[config.mk]
export PLATFORM = sky130hd
export DESIGN_NAME = rgbc_ram
export DESIGN_NICKNAME = d
export VERILOG_FILES = /design/src/rtl/rgbc_ram.sv
export SDC_FILE = /design/constraint.sdc
export NUM_CORES = 1
export LEC_CHECK = 0
export ABC_AREA = 1
export BUFFER_PORTS_ARGS = -buffer_cell sky130_fd_sc_hd__clkbuf_2
export CORE_AREA = 2 2 124 126
export DETAILED_ROUTE_END_ITERATION = 8
export DIE_AREA = 0 0 126 128
export MAX_ROUTING_LAYER = met4
export PLACE_DENSITY = 0.52
export SYNTH_ARGS = -nofsm -noshare
export SYNTH_HDL_FRONTEND = slang
export SYNTH_SLANG_ARGS = --single-unit
[constraint.sdc]
create_clock -name clk -period 2.1 [get_ports clk]
set_clock_uncertainty 0.05 [all_clocks]
set_input_delay 0.105 -clock clk [delete_from_list [all_inputs] [get_ports clk]]
set_output_delay 0.105 -clock clk [all_outputs]
set_load 0.03 [all_outputs]
[src/rtl/rgbc_ram.sv]
// ----------------------------------------------------------------------------
// rgbc_ram
// Generic simple dual-port ram, one write and one registered read port.
// ----------------------------------------------------------------------------
module rgbc_ram #(
  parameter int WIDTH = 8,
  parameter int DEPTH = 16
) (
  input  logic                     clk,
  input  logic                     wr_en,
  input  logic [$clog2(DEPTH)-1:0] wr_addr,
  input  logic [WIDTH-1:0]         wr_data,
  input  logic                     rd_en,
  input  logic [$clog2(DEPTH)-1:0] rd_addr,
  output logic [WIDTH-1:0]         rd_data
);

  logic [WIDTH-1:0] mem [DEPTH];

  always_ff @(posedge clk) begin
    if (wr_en) begin
      mem[wr_addr] <= wr_data;
    end
    if (rd_en) begin
      rd_data <= mem[rd_addr];
    end
  end

endmodule

### After elaboration in Yosys (flattened, before gate mapping)

Memory sizes are Yosys's and may differ from the RTL's. A register that Yosys moved wholly into a read port is not among the register bits.
Index checks and enable logic that the tools add are counted.

| cells by class | value |
|---|---|
| multiplexer cells | 2 |

Operators by type and width:

| operator | count |
|---|---|
| $mux 1 | 2 |

| storage, ports and cells | value |
|---|---|
| bits in writable memories | 128 |
| memories kept | 1 |
| output and inout bits | 8 |
| register bits after elaboration | 0 |
| word-level logic and storage cells | 3 |

Memories:

| name | depth | width | rd ports | clocked after Yosys merged registers in | write ports | RTL line | source |
|---|---|---|---|---|---|---|---|
| mem | 16 | 8 | 1 | 1 | 1 | 18 | `logic [WIDTH-1:0] mem [DEPTH];` |

### Logic depth before layout (Yosys ltp)

| logic depth | value |
|---|---|
| word-level depth | 2 |
| mapped depth | 8 |
| depth with buffers taken out | 7 |

### Worst setup path before layout

No wires, ideal clock.

| path | value |
|---|---|
| path kind | input to register |
| from | input wr_addr[2] |
| to | memory mem[10][0] (enable) |
| required time | 1.680 ns |
| setup time | 0.370 ns |
| slack | 0.994 ns |
| cell stages on the path | 2 |
| data arrival time | 0.686 ns |
| cells stage by stage | nand3b_1 > nor2_1 |

RTL lines:

| item | RTL line | source |
|---|---|---|
| from (decl) | 11 | `input logic [$clog2(DEPTH)-1:0] wr_addr,` |
| to (decl) | 18 |  |

Straight into the memory's write port.

==> results.cfg <==
[power]
pwr_density_cell_nw_per_um2 = 909
p_total_uw = 6120
ir_drop_mv = 0.622
p_leak_uw = 0.00290

[cts]
cts-hold-fix-buffers = 0
cts_resized = 0
cts_buffers = 17
clock_path_buffers = 2
worstSkewPairLatency_ps = 420
cts-root-buf = clkbuf_16
cts_sinks = 136
h-tree-depth = 4
post_cts_buffers = 0
tritoncts = yes
clkTransAtPathRegs_ps = 50

[setup_path]
crit_start = mem[3][7]$_DFFE_PP_
regToRegSetupSlack_ps = 820
r2r_start = mem[3][7]$_DFFE_PP_
cp-end-kind = flip-flop
endpoint = rd_data[7]$_DFFE_PP_
path_cells = inv_1 > nand2_1 > nand3_1 > nand3_1 > nand3_1 > nand2_1
r2r_cells = 6
critPathTopFamily = simple AND/OR/NAND/NOR gates
required_ps = 2220
cp-start-kind = flip-flop
critPathArrivalTime_ps = 1400
max_stage_delay_ps = 360
worst-path-stages = 6
crit_type = flip-flop to flip-flop
path_max_fanout = 1
rr_endpoint = rd_data[7]$_DFFE_PP_
crit_buf_inv = 1
crit_top_cell = nand3_1
slowest_stage = edfxtp_1

[grt]
grt_pass1_vias = 3730
grt.overflow.total = 0
antenna_found_initial = 0
grt_pass1_wl_mm = 21.7
grt_usage_pct = 18.9
grt_max_degree = 65

[sta]
tns_ps = 0
fin_crit_ps = 1280
finalCritPeriodShare_pct = 60.9
rsz0062_at_grt = no
tightestPinTransition_ps = 694
timing.fmax_ghz = 0.782
finalMaxSlewViolations = 0
finalSetupViolations = 0
slew_headroom_pct = 53.6
final_hold_viol_count = 0

[routing]
avgViaCountPerCell = 4.79
drtIter0Drc = 378
antenna_left = 0
first_pass_iters = 5
wire_per_inst_microns = 17.4
routed_wl_mm = 13.7
vias = 3796
drc = 0

[yosys]
yosysTopAreaCellShare_pct = 69.8
synth-seq-cells = 136
netlist_instances = 551
synth.distinct_cells = 11
yosysSeqAreaShare_pct = 69.8
syn_nets = 570
yosysWarnings = 0
syn_area_per_cell_sq_um = 10.6
yosys.area.top_type = edfxtp_1
synth_area_sq_um = 5850
synth.area.top_cells = edfxtp_1 (70%), nand2_1 (11%), nand3_1 (8.3%), inv_1 (6.4%), buf_6 (1.2%)

[placed_design]
place_area_sq_um = 6210
gp_congestion = 0.789
dp.cells = 760
port_buffers = 26
dp_hpwl_mm = 8.25

[layout]
fill_cells = 1402
layout_common_cells = nand2_1 (173), edfxtp_1 (136), inv_1 (100)
final_cells = 792
layout_commonest_cell = nand2_1
diodes = 0
seq_area_sq_um = 4080
multi_input_area_sq_um = 1210
final_nets = 610
drive_gt1_share_pct = 11.9
design_area_sq_um = 6730
final_core_util_pct = 45.3
syn_to_final_growth_pct = 15.2

[min_path]
hold_class = primary input to flip-flop

[die]
start_util_pct = 39.3
die_area_sq_um = 16100
io_pins = 27
die_w_microns = 126
fp.dieH_microns = 128
core_sq_um = 14900
rows = 45

[status]
status = finished clean

[run]
drv_cap = 0
[cell usage after synthesis]
| master | number |
|---|---|
| nand3_1 | 97 |
| nor2_1 | 17 |
| buf_4 | 4 |
| nand2_1 | 173 |
| edfxtp_1 | 136 |
| inv_2 | 2 |
| nand3b_1 | 2 |
| buf_1 | 1 |
| buf_2 | 13 |
| buf_6 | 6 |
| inv_1 | 100 |
[per-stage QoR]
step	setup slack (ps)	hold slack [ps]
floorplan	994	154
CTS	828	26.5
detailed placement	621	467
global route	753	40.5
global placement	635	472
finish	820	38.0
[registers in the layout, indices dropped and copies added, names as in the netlist]
register	cells
rd_data	8
mem	128
[worst min path at each step]
stage                    start                    to  slack (ps)  cells past startpoint
global route             rd_en  rd_data[7]$_DFFE_PP_          40                      1
finish                   rd_en  rd_data[7]$_DFFE_PP_          40                      1
global placement         rd_en  rd_data[3]$_DFFE_PP_         470                      1
detailed placement       rd_en  rd_data[7]$_DFFE_PP_         470                      1
CTS                      rd_en  rd_data[7]$_DFFE_PP_          30                      1
floorplan           wr_data[0]   mem[0][0]$_DFFE_PP_         150                      0
[metal layers]
| metal | up-vias | wire length, microns | global-route usage [%] |
|---|---|---|---|
| met5 | - | 0 | - |
| met4 | 0 | 426 | 8.99 |
| met3 | 29 | 586 | 4.13 |
| met2 | 98 | 6380 | 28.5 |
| met1 | 1810 | 6360 | 24.6 |
| li1 | 1859 | - | - |
[layout make-up]
type                       instances  area share [%]
clock buffer                      18            6.37
multi-input combinational        289            18.0
inverter                         102            5.69
sequential                       136            60.7
clock inverter                    14            1.34
tap                              188            3.49
timing repair buffer              45            4.42
[worst register-to-register path: stages, from the launching register on]
cell      delay, ps
edfxtp_1        360
inv_1            60
nand2_1          50
nand3_1         130
nand3_1         120
nand3_1         190
nand2_1          80
[power breakdown]
part | switching, uW | internal (uW) | total (uW)
logic | 289 | 107 | 396
registers | 15.4 | 3060 | 3080
clock network | 1060 | 1580 | 2650
[cells by family (layout without fill, tap and decap cells)]
kind of cell	after synthesis	count (layout)	synth area share, %
and+or+nand+nor	289	289	20.8
DFF	136	136	69.8
buffers and inverters	126	179	9.39
No activity file was read; power rests on OpenSTA's default activity.
