`src/rtl/rgbc_pkg.sv`:
```
// ----------------------------------------------------------------------------
// rgbc_pkg
// Shared types and constants of the 3x3 bgr convolution block.
// ----------------------------------------------------------------------------
package rgbc_pkg;

  localparam int MAX_WIDTH = 1024;
  localparam int COL_W     = $clog2(MAX_WIDTH);
  localparam int WIDTH_W   = 11;
  localparam int HEIGHT_W  = 12;
  localparam int KERNEL_W  = 24;
  localparam int PIX_W     = 24;
  localparam int TAPS      = 9;

  localparam logic [WIDTH_W-1:0]  WIDTH_MIN    = WIDTH_W'(3);
  localparam logic [WIDTH_W-1:0]  WIDTH_MAX    = WIDTH_W'(MAX_WIDTH);
  localparam logic [HEIGHT_W-1:0] HEIGHT_MIN   = HEIGHT_W'(3);
  localparam logic [WIDTH_W-1:0]  WIDTH_RST    = WIDTH_W'(640);
  localparam logic [HEIGHT_W-1:0] HEIGHT_RST   = HEIGHT_W'(480);
  localparam logic [KERNEL_W-1:0] KERNEL_TOP_RST = KERNEL_W'(0);
  localparam logic [KERNEL_W-1:0] KERNEL_MID_RST = KERNEL_W'(256);
  localparam logic [KERNEL_W-1:0] KERNEL_BOT_RST = KERNEL_W'(0);

  typedef enum logic [2:0] {
    CFG_IMAGE_WIDTH  = 3'd0,
    CFG_IMAGE_HEIGHT = 3'd1,
    CFG_KERNEL_TOP   = 3'd2,
    CFG_KERNEL_MID   = 3'd3,
    CFG_KERNEL_BOT   = 3'd4
  } cfg_idx_t;

  // one 8-bit value per window tap, row-major from the top-left corner
  typedef logic [TAPS-1:0][7:0] tap_arr_t;

  typedef struct packed {
    logic mul_en;
    logic sum_en;
  } lane_ctrl_t;

endpackage

```
`src/rtl/rgbc_lane.sv`:
```
// ----------------------------------------------------------------------------
// rgbc_lane
// One color channel: nine weighted taps, summed in two steps and saturated.
// ----------------------------------------------------------------------------
module rgbc_lane import rgbc_pkg::*; (
  input  logic       clk,
  input  lane_ctrl_t ctrl,
  input  tap_arr_t   pix,
  input  tap_arr_t   wgt,
  output logic [7:0] sat
);

  logic [TAPS-1:0][15:0] prod;
  logic [2:0][17:0]      psum;
  logic [19:0]           total;

  always_ff @(posedge clk) begin
    if (ctrl.mul_en) begin
      for (int i = 0; i < TAPS; i++) begin
        prod[i] <= 16'(pix[i]) * 16'(wgt[i]);
      end
    end
    // one partial sum per kernel row
    if (ctrl.sum_en) begin
      for (int r = 0; r < 3; r++) begin
        psum[r] <= 18'(prod[3*r]) + 18'(prod[3*r+1]) + 18'(prod[3*r+2]);
      end
    end
  end

  always_comb begin
    total = 20'(psum[0]) + 20'(psum[1]) + 20'(psum[2]);
    sat   = (total > 20'd255) ? 8'hFF : total[7:0];
  end

endmodule

```
`config.mk`:
```
export PLATFORM = sky130hd
export DESIGN_NAME = rgbc_lane
export DESIGN_NICKNAME = d
export VERILOG_FILES = /design/src/rtl/rgbc_pkg.sv /design/src/rtl/rgbc_lane.sv
export SDC_FILE = /design/constraint.sdc
export NUM_CORES = 2
export LEC_CHECK = 0
export BUFFER_PORTS_ARGS = -buffer_cell sky130_fd_sc_hd__buf_2
export CAP_MARGIN = 20
export CORE_MARGIN = 5
export CORE_UTILIZATION = 40
export CTS_CLUSTER_SIZE = 12
export DETAILED_ROUTE_END_ITERATION = 12
export PLACE_DENSITY = 0.52
export SYNTH_ARGS = -nofsm -noshare
export SYNTH_HDL_FRONTEND = slang
export SYNTH_SLANG_ARGS = --single-unit
```
`constraint.sdc`:
```
create_clock -name clk -period 9.25 [get_ports clk]
set_input_delay 1.3875 -clock clk [delete_from_list [all_inputs] [get_ports clk]]
set_output_delay 1.3875 -clock clk [all_outputs]
set_load 0.01 [all_outputs]
```
Word level (Yosys, flattened, before mapping)
Cells that the tools add are included.
{"block": "word_totals", "out_inout_bits": 8, "latchBits": 0, "n_memories": 0, "regBits": 198, "romBits": 0, "ram_bits": 0, "wordCells": 31, "inputBits": 147}
{"block": "op_classes", "n_reduce_logical": 0, "n_mux": 1, "n_mul": 9, "addsub": 8, "shifts": 0, "div": 0, "eq_ne": 0, "magnitude_cmp": 1, "n_bitwise": 0}
{"op": "8-bit by 8-bit multiplier with 16-bit output", "n": 9}
{"op": "17-bit by 16-bit adder with 18-bit output", "n": 3}
{"op": "16-bit by 16-bit adder with 17-bit output", "n": 3}
{"op": "19-bit by 18-bit adder with 20-bit output", "n": 1}
{"op": "20-bit by 8-bit > comparator with 1-bit output, second input constant", "n": 1}
{"op": "18-bit by 18-bit adder with 19-bit output", "n": 1}
{"op": "8-bit two-way mux", "n": 1}

Depth between registers and ports, before layout
{"block": "depth", "ltp_word": 4, "ltp_mapped": 17, "mapped_depth_nobuf": 17}

Worst setup path before layout
No wires, ideal clock.
{"block": "synth_path", "path_type": "input -> register", "start": "in pix[69] in the netlist's numbering", "end": "reg prod[143] in the netlist's numbering (data pin)", "path_slack_ns": 3.959, "setup_ns": 0.266, "path_stages": 16, "t_arrival_ns": 5.025, "path_cell_list": "and2_1 -> fa_1 -> inv_1 -> fa_1 -> inv_1 -> fa_1 -> inv_1 -> fa_1 -> inv_1 -> ha_1 -> o21ai_0 -> nand2b_1 -> a31o_2 -> a41o_1 -> o41ai_1 -> xnor2_1"}
{"block": "synth_via", "elab_chain_cells": 1}
{"element": "from (decl)", "line_no": "rgbc_lane.sv:8", "rtl": "input tap_arr_t pix,"}
{"element": "8-bit by 8-bit multiplier with 16-bit output", "line_no": "rgbc_lane.sv:20", "rtl": "prod[i] <= 16'(pix[i]) * 16'(wgt[i]);"}
{"element": "to (signal, indexed assignment)", "line_no": "rgbc_lane.sv:20"}
{"element": "to (decl)", "line_no": "rgbc_lane.sv:13", "rtl": "logic [TAPS-1:0][15:0] prod;"}
No other way between the ends.
A chain may end at the register's enable or synchronous reset.

Final worst setup path
{"block": "layout_path", "start": "reg psum[1] in the netlist's numbering", "end": "out sat[5]"}
{"block": "layout_via", "elab_chain_cells": 4}
{"element": "from (decl)", "line_no": "rgbc_lane.sv:14", "rtl": "logic [2:0][17:0] psum;"}
{"element": "from (signal, indexed assignment)", "line_no": "rgbc_lane.sv:26", "rtl": "psum[r] <= 18'(prod[3*r]) + 18'(prod[3*r+1]) + 18'(prod[3*r+2]);"}
{"element": "18-bit by 18-bit adder with 19-bit output (*)", "line_no": "rgbc_lane.sv:32", "rtl": "total = 20'(psum[0]) + 20'(psum[1]) + 20'(psum[2]);"}
{"element": "19-bit by 18-bit adder with 20-bit output (*)", "line_no": "rgbc_lane.sv:32"}
{"element": "20-bit by 8-bit > comparator with 1-bit output", "line_no": "rgbc_lane.sv:33", "rtl": "sat = (total > 20'd255) ? 8'hFF : total[7:0];"}
{"element": "8-bit two-way mux (*)", "line_no": "rgbc_lane.sv:33"}
{"element": "to (decl)", "line_no": "rgbc_lane.sv:10", "rtl": "output logic [7:0] sat"}
Every way passes the cells marked *; elsewhere a longest branch is shown, timed or not.

==> summary.txt <==
Global routing
  • Gr usage total: 0.1625
  • Vias in the first global route: 21180
  • Pin count of the biggest net entering global routing: just under 80
  • Overflow after GRT: 0
  • First-pass GRT wire length: 105000 um
  • Initial antenna violation count: 0

Floorplan
  • Core area: 71360 um2
  • Die H: between 200 and 300 um
  • Cell row count: 98
  • Die Area: 77370 um2
  • Initial Utilization: 0.4030
  • Top-level port count: 155
  • Die width: roughly 280 um

Synthesis
  • Syn_nets: 3772
  • Sequential area share after synthesis: 0.2067
  • Avg Cell Area, Syn: 10.11 um2
  • Synthesized flop and latch total: 198
  • Distinct cells, synth: 66
  • Synthesized area: between 20000 and 30000 um2
  • Synth top area cells: fa_1, edfxtp_1, ha_1, and2_1, inv_1
  • Post-synth EDFFs: roughly 200
  • Post-synth top area share: 0.2742
  • Cells after Synth: roughly 2800
  • Ys flop type: edfxtp_1
  • Cell taking the most area after synthesis: fa_1
  • Synth warn: 0
  • Ys async rst share: 0

Routing
  • Antenna Nets Post-Route: 0
  • Initial detailed-routing violation count: 755
  • TritonRoute pass-1 iters: 5
  • Vias/cell: 4.925
  • Via count: 19590
  • Post-DR wirelength/cell: 15.42 um
  • Remaining DRCs: 0
  • Wirelength, routed: 61320 um

Clock tree
  • Htree depth: 4
  • # hold bufs at CTS: 0
  • Clock slew at the register clock pins of the worst setup and hold paths: roughly 0.08 ns
  • Num CTS Buffers: 17
  • Clock latency on the worst-skew pair: 0.45 ns
  • Sink Count: around 200
  • Post-CTS sizing: 0
  • Post-CTS Setup Bufs: 0
  • CTS tree: yes
  • Clock Path Buffers: 2
  • Root Buffer: clkbuf_16

STA
  • Final Critical Period: 6.189 ns
  • Slew margin rel.: 0.4156
  • Hold Fails Final Rpt: 0
  • Final Setup Violations: 0
  • RSZ-0062 raised after global routing: false
  • Max Slew Vio Count: 0
  • Setup_tns: 0 ns
  • Hold_ws: 0.7451 ns
  • Worst-Margin Slew: about 0.9 ns
  • Peak Freq: 0.1616 GHz
  • Final worst path period share: 0.6691
  • Worst Skew: 0.01201 ns
  • Setup WS post-layout: 3.061 ns

Power and ir drop
  • Leakage power: 0.01510 uW
  • Peak VDD IR: 0.2071 mV
  • Power density cells: approximately 330 nW/um2

Finish
  • Most frequent cells in the layout: inv_1, and2_1, fa_1, ha_1, edfxtp_1
  • Nets@finish: around 3900
  • Commonest non-fill, non-tap cell in the layout: inv_1
  • Final non-filler cell area: 31310 um2
  • Layout fillers: 6948
  • Core Util, Final: 0.4387
  • # diodes: 0
  • Layout cells sized above 1: 0.06739
  • Area Growth Syn to Fin: 8.857%

Critical path
  • Critical path type: register to output pin
  • Startpoint types: register
  • Worst path required time: 7.86 ns
  • CP Capture Type: output pin
  • Top delay family on crit path: compound AO/OA/AOI/OAI gates
  • Crit path buffers/inverters: 3
  • Worst Path Arrival: 4.80 ns
  • Worst path cell trace: inv_1 > fa_1 > inv_1 > ha_1 > fa_1 > a211oi_2 > o21ai_1 > a2111oi_0 > nor4_1 > a2111o_1 > a2111oi_4 > o211ai_1 > buf_2
  • Worst path max stage delay: 0.59 ns
  • Crit Path Max Fanout: 6
  • CP max-delay cell: a2111oi_0

Run
  • MaxCap Viol Count: 0

Outcome
  • Run status: finished, final reports clean

Placed design
  • Gpl congestion: 0.8418
  • Pre-CTS setup slack: 3.566 ns
  • Cell Area, Placed: 30720 um2
  • Post-DP HPWL: 51970 um
  • Port bufs: 154

Worst hold path
  • Worst hold path type: register to register
[per-stage QoR]
step | std cells | total power [uW]
after CTS | 3977 | 10360
after floorplan | 2845 | 7747
after detailed placement | 3946 | 9490
final | 3977 | 10230
after global routing | 3977 | 11390
after global placement | 3946 | 9473
[worst reg2reg max path: stages (launching register included)]
cell and delay [ns]:
edfxtp_1 0.46, fa_1 0.55, ha_1 0.17, inv_1 0.06, fa_1 0.45, nor2b_1 0.13
o21ai_0 0.11, a21boi_1 0.31, o2111ai_1 0.19, a21boi_0 0.34, o31ai_1 0.19, a311o_1 0.36
[kinds of logic after synthesis]
kind of cell | after synthesis | synth area share
flip-flops | 198 | 0.2067
adder cells (fa/ha/maj) | 780 | 0.4421
XOR/XNOR | 146 | 0.04446
AND/OR/NAND/NOR | 897 | 0.1676
AO/OA/AOI/OAI | 301 | 0.07025
multiplexers | 2 | 0.0008264
buffers and inverters | 521 | 0.06804
[registers in the layout, summed over array words and instances (netlist names)]
register	flops
psum	54
prod	144
[final cells by class]
class	instances	area, um2	share of cell area
clock buffer	18	429.2	0.01371
inverter	516	1937	0.06186
sequential	198	5946	0.1899
multi-input combinational	2126	20860	0.6662
timing repair buffer	156	792.0	0.02530
tap	950	1189	0.03796
clock inverter	13	157.7	0.005035
[final timing paths]
path                        from            endpoint  cells after the start  slack (ns)
min reg2reg   prod[33]$_DFFE_PP_   psum[1]$_DFFE_PP_                      2        0.75
min           prod[33]$_DFFE_PP_   psum[1]$_DFFE_PP_                      2        0.75
max reg2reg  prod[129]$_DFFE_PP_  psum[51]$_DFFE_PP_                     11        5.65
max            psum[1]$_DFFE_PP_              sat[5]                     13        3.06
[metal layers]
metal	part of all wire	global-route usage	up-vias
met2	0.50	0.2877	222
met5	0	0	-
met1	0.46	0.2198	9773
met4	0.0093	0.02409	0
met3	0.026	0.01996	41
li1	-	-	9551
[cells in the mapped netlist, drive strengths merged (4+ instances only)]
cell type	count
a2111oi	4
a211oi	5
a21boi	6
a21o	27
a21oi	96
a31o	5
a31oi	11
a41o	5
a41oi	10
and2	443
and3	11
edfxtp	198
fa	394
ha	386
inv	516
nand2	195
nand2b	13
nand3	28
nor2	100
nor2b	33
nor3	34
nor3b	5
nor4	5
o211ai	13
o21a	24
o21ai	45
o21bai	14
o31ai	4
o41ai	8
or2	9
or3	12
xnor2	114
xor2	32
[power breakdown]
group | switching (uW) | leakage [uW] | internal [uW]
clock | 346 | 0.000278 | 405
sequential | 283 | 0.00193 | 1770
combinational | 4130 | 0.0129 | 3290
total | 4760 | 0.0151 | 5470
Power figures use the tool's default switching activity.
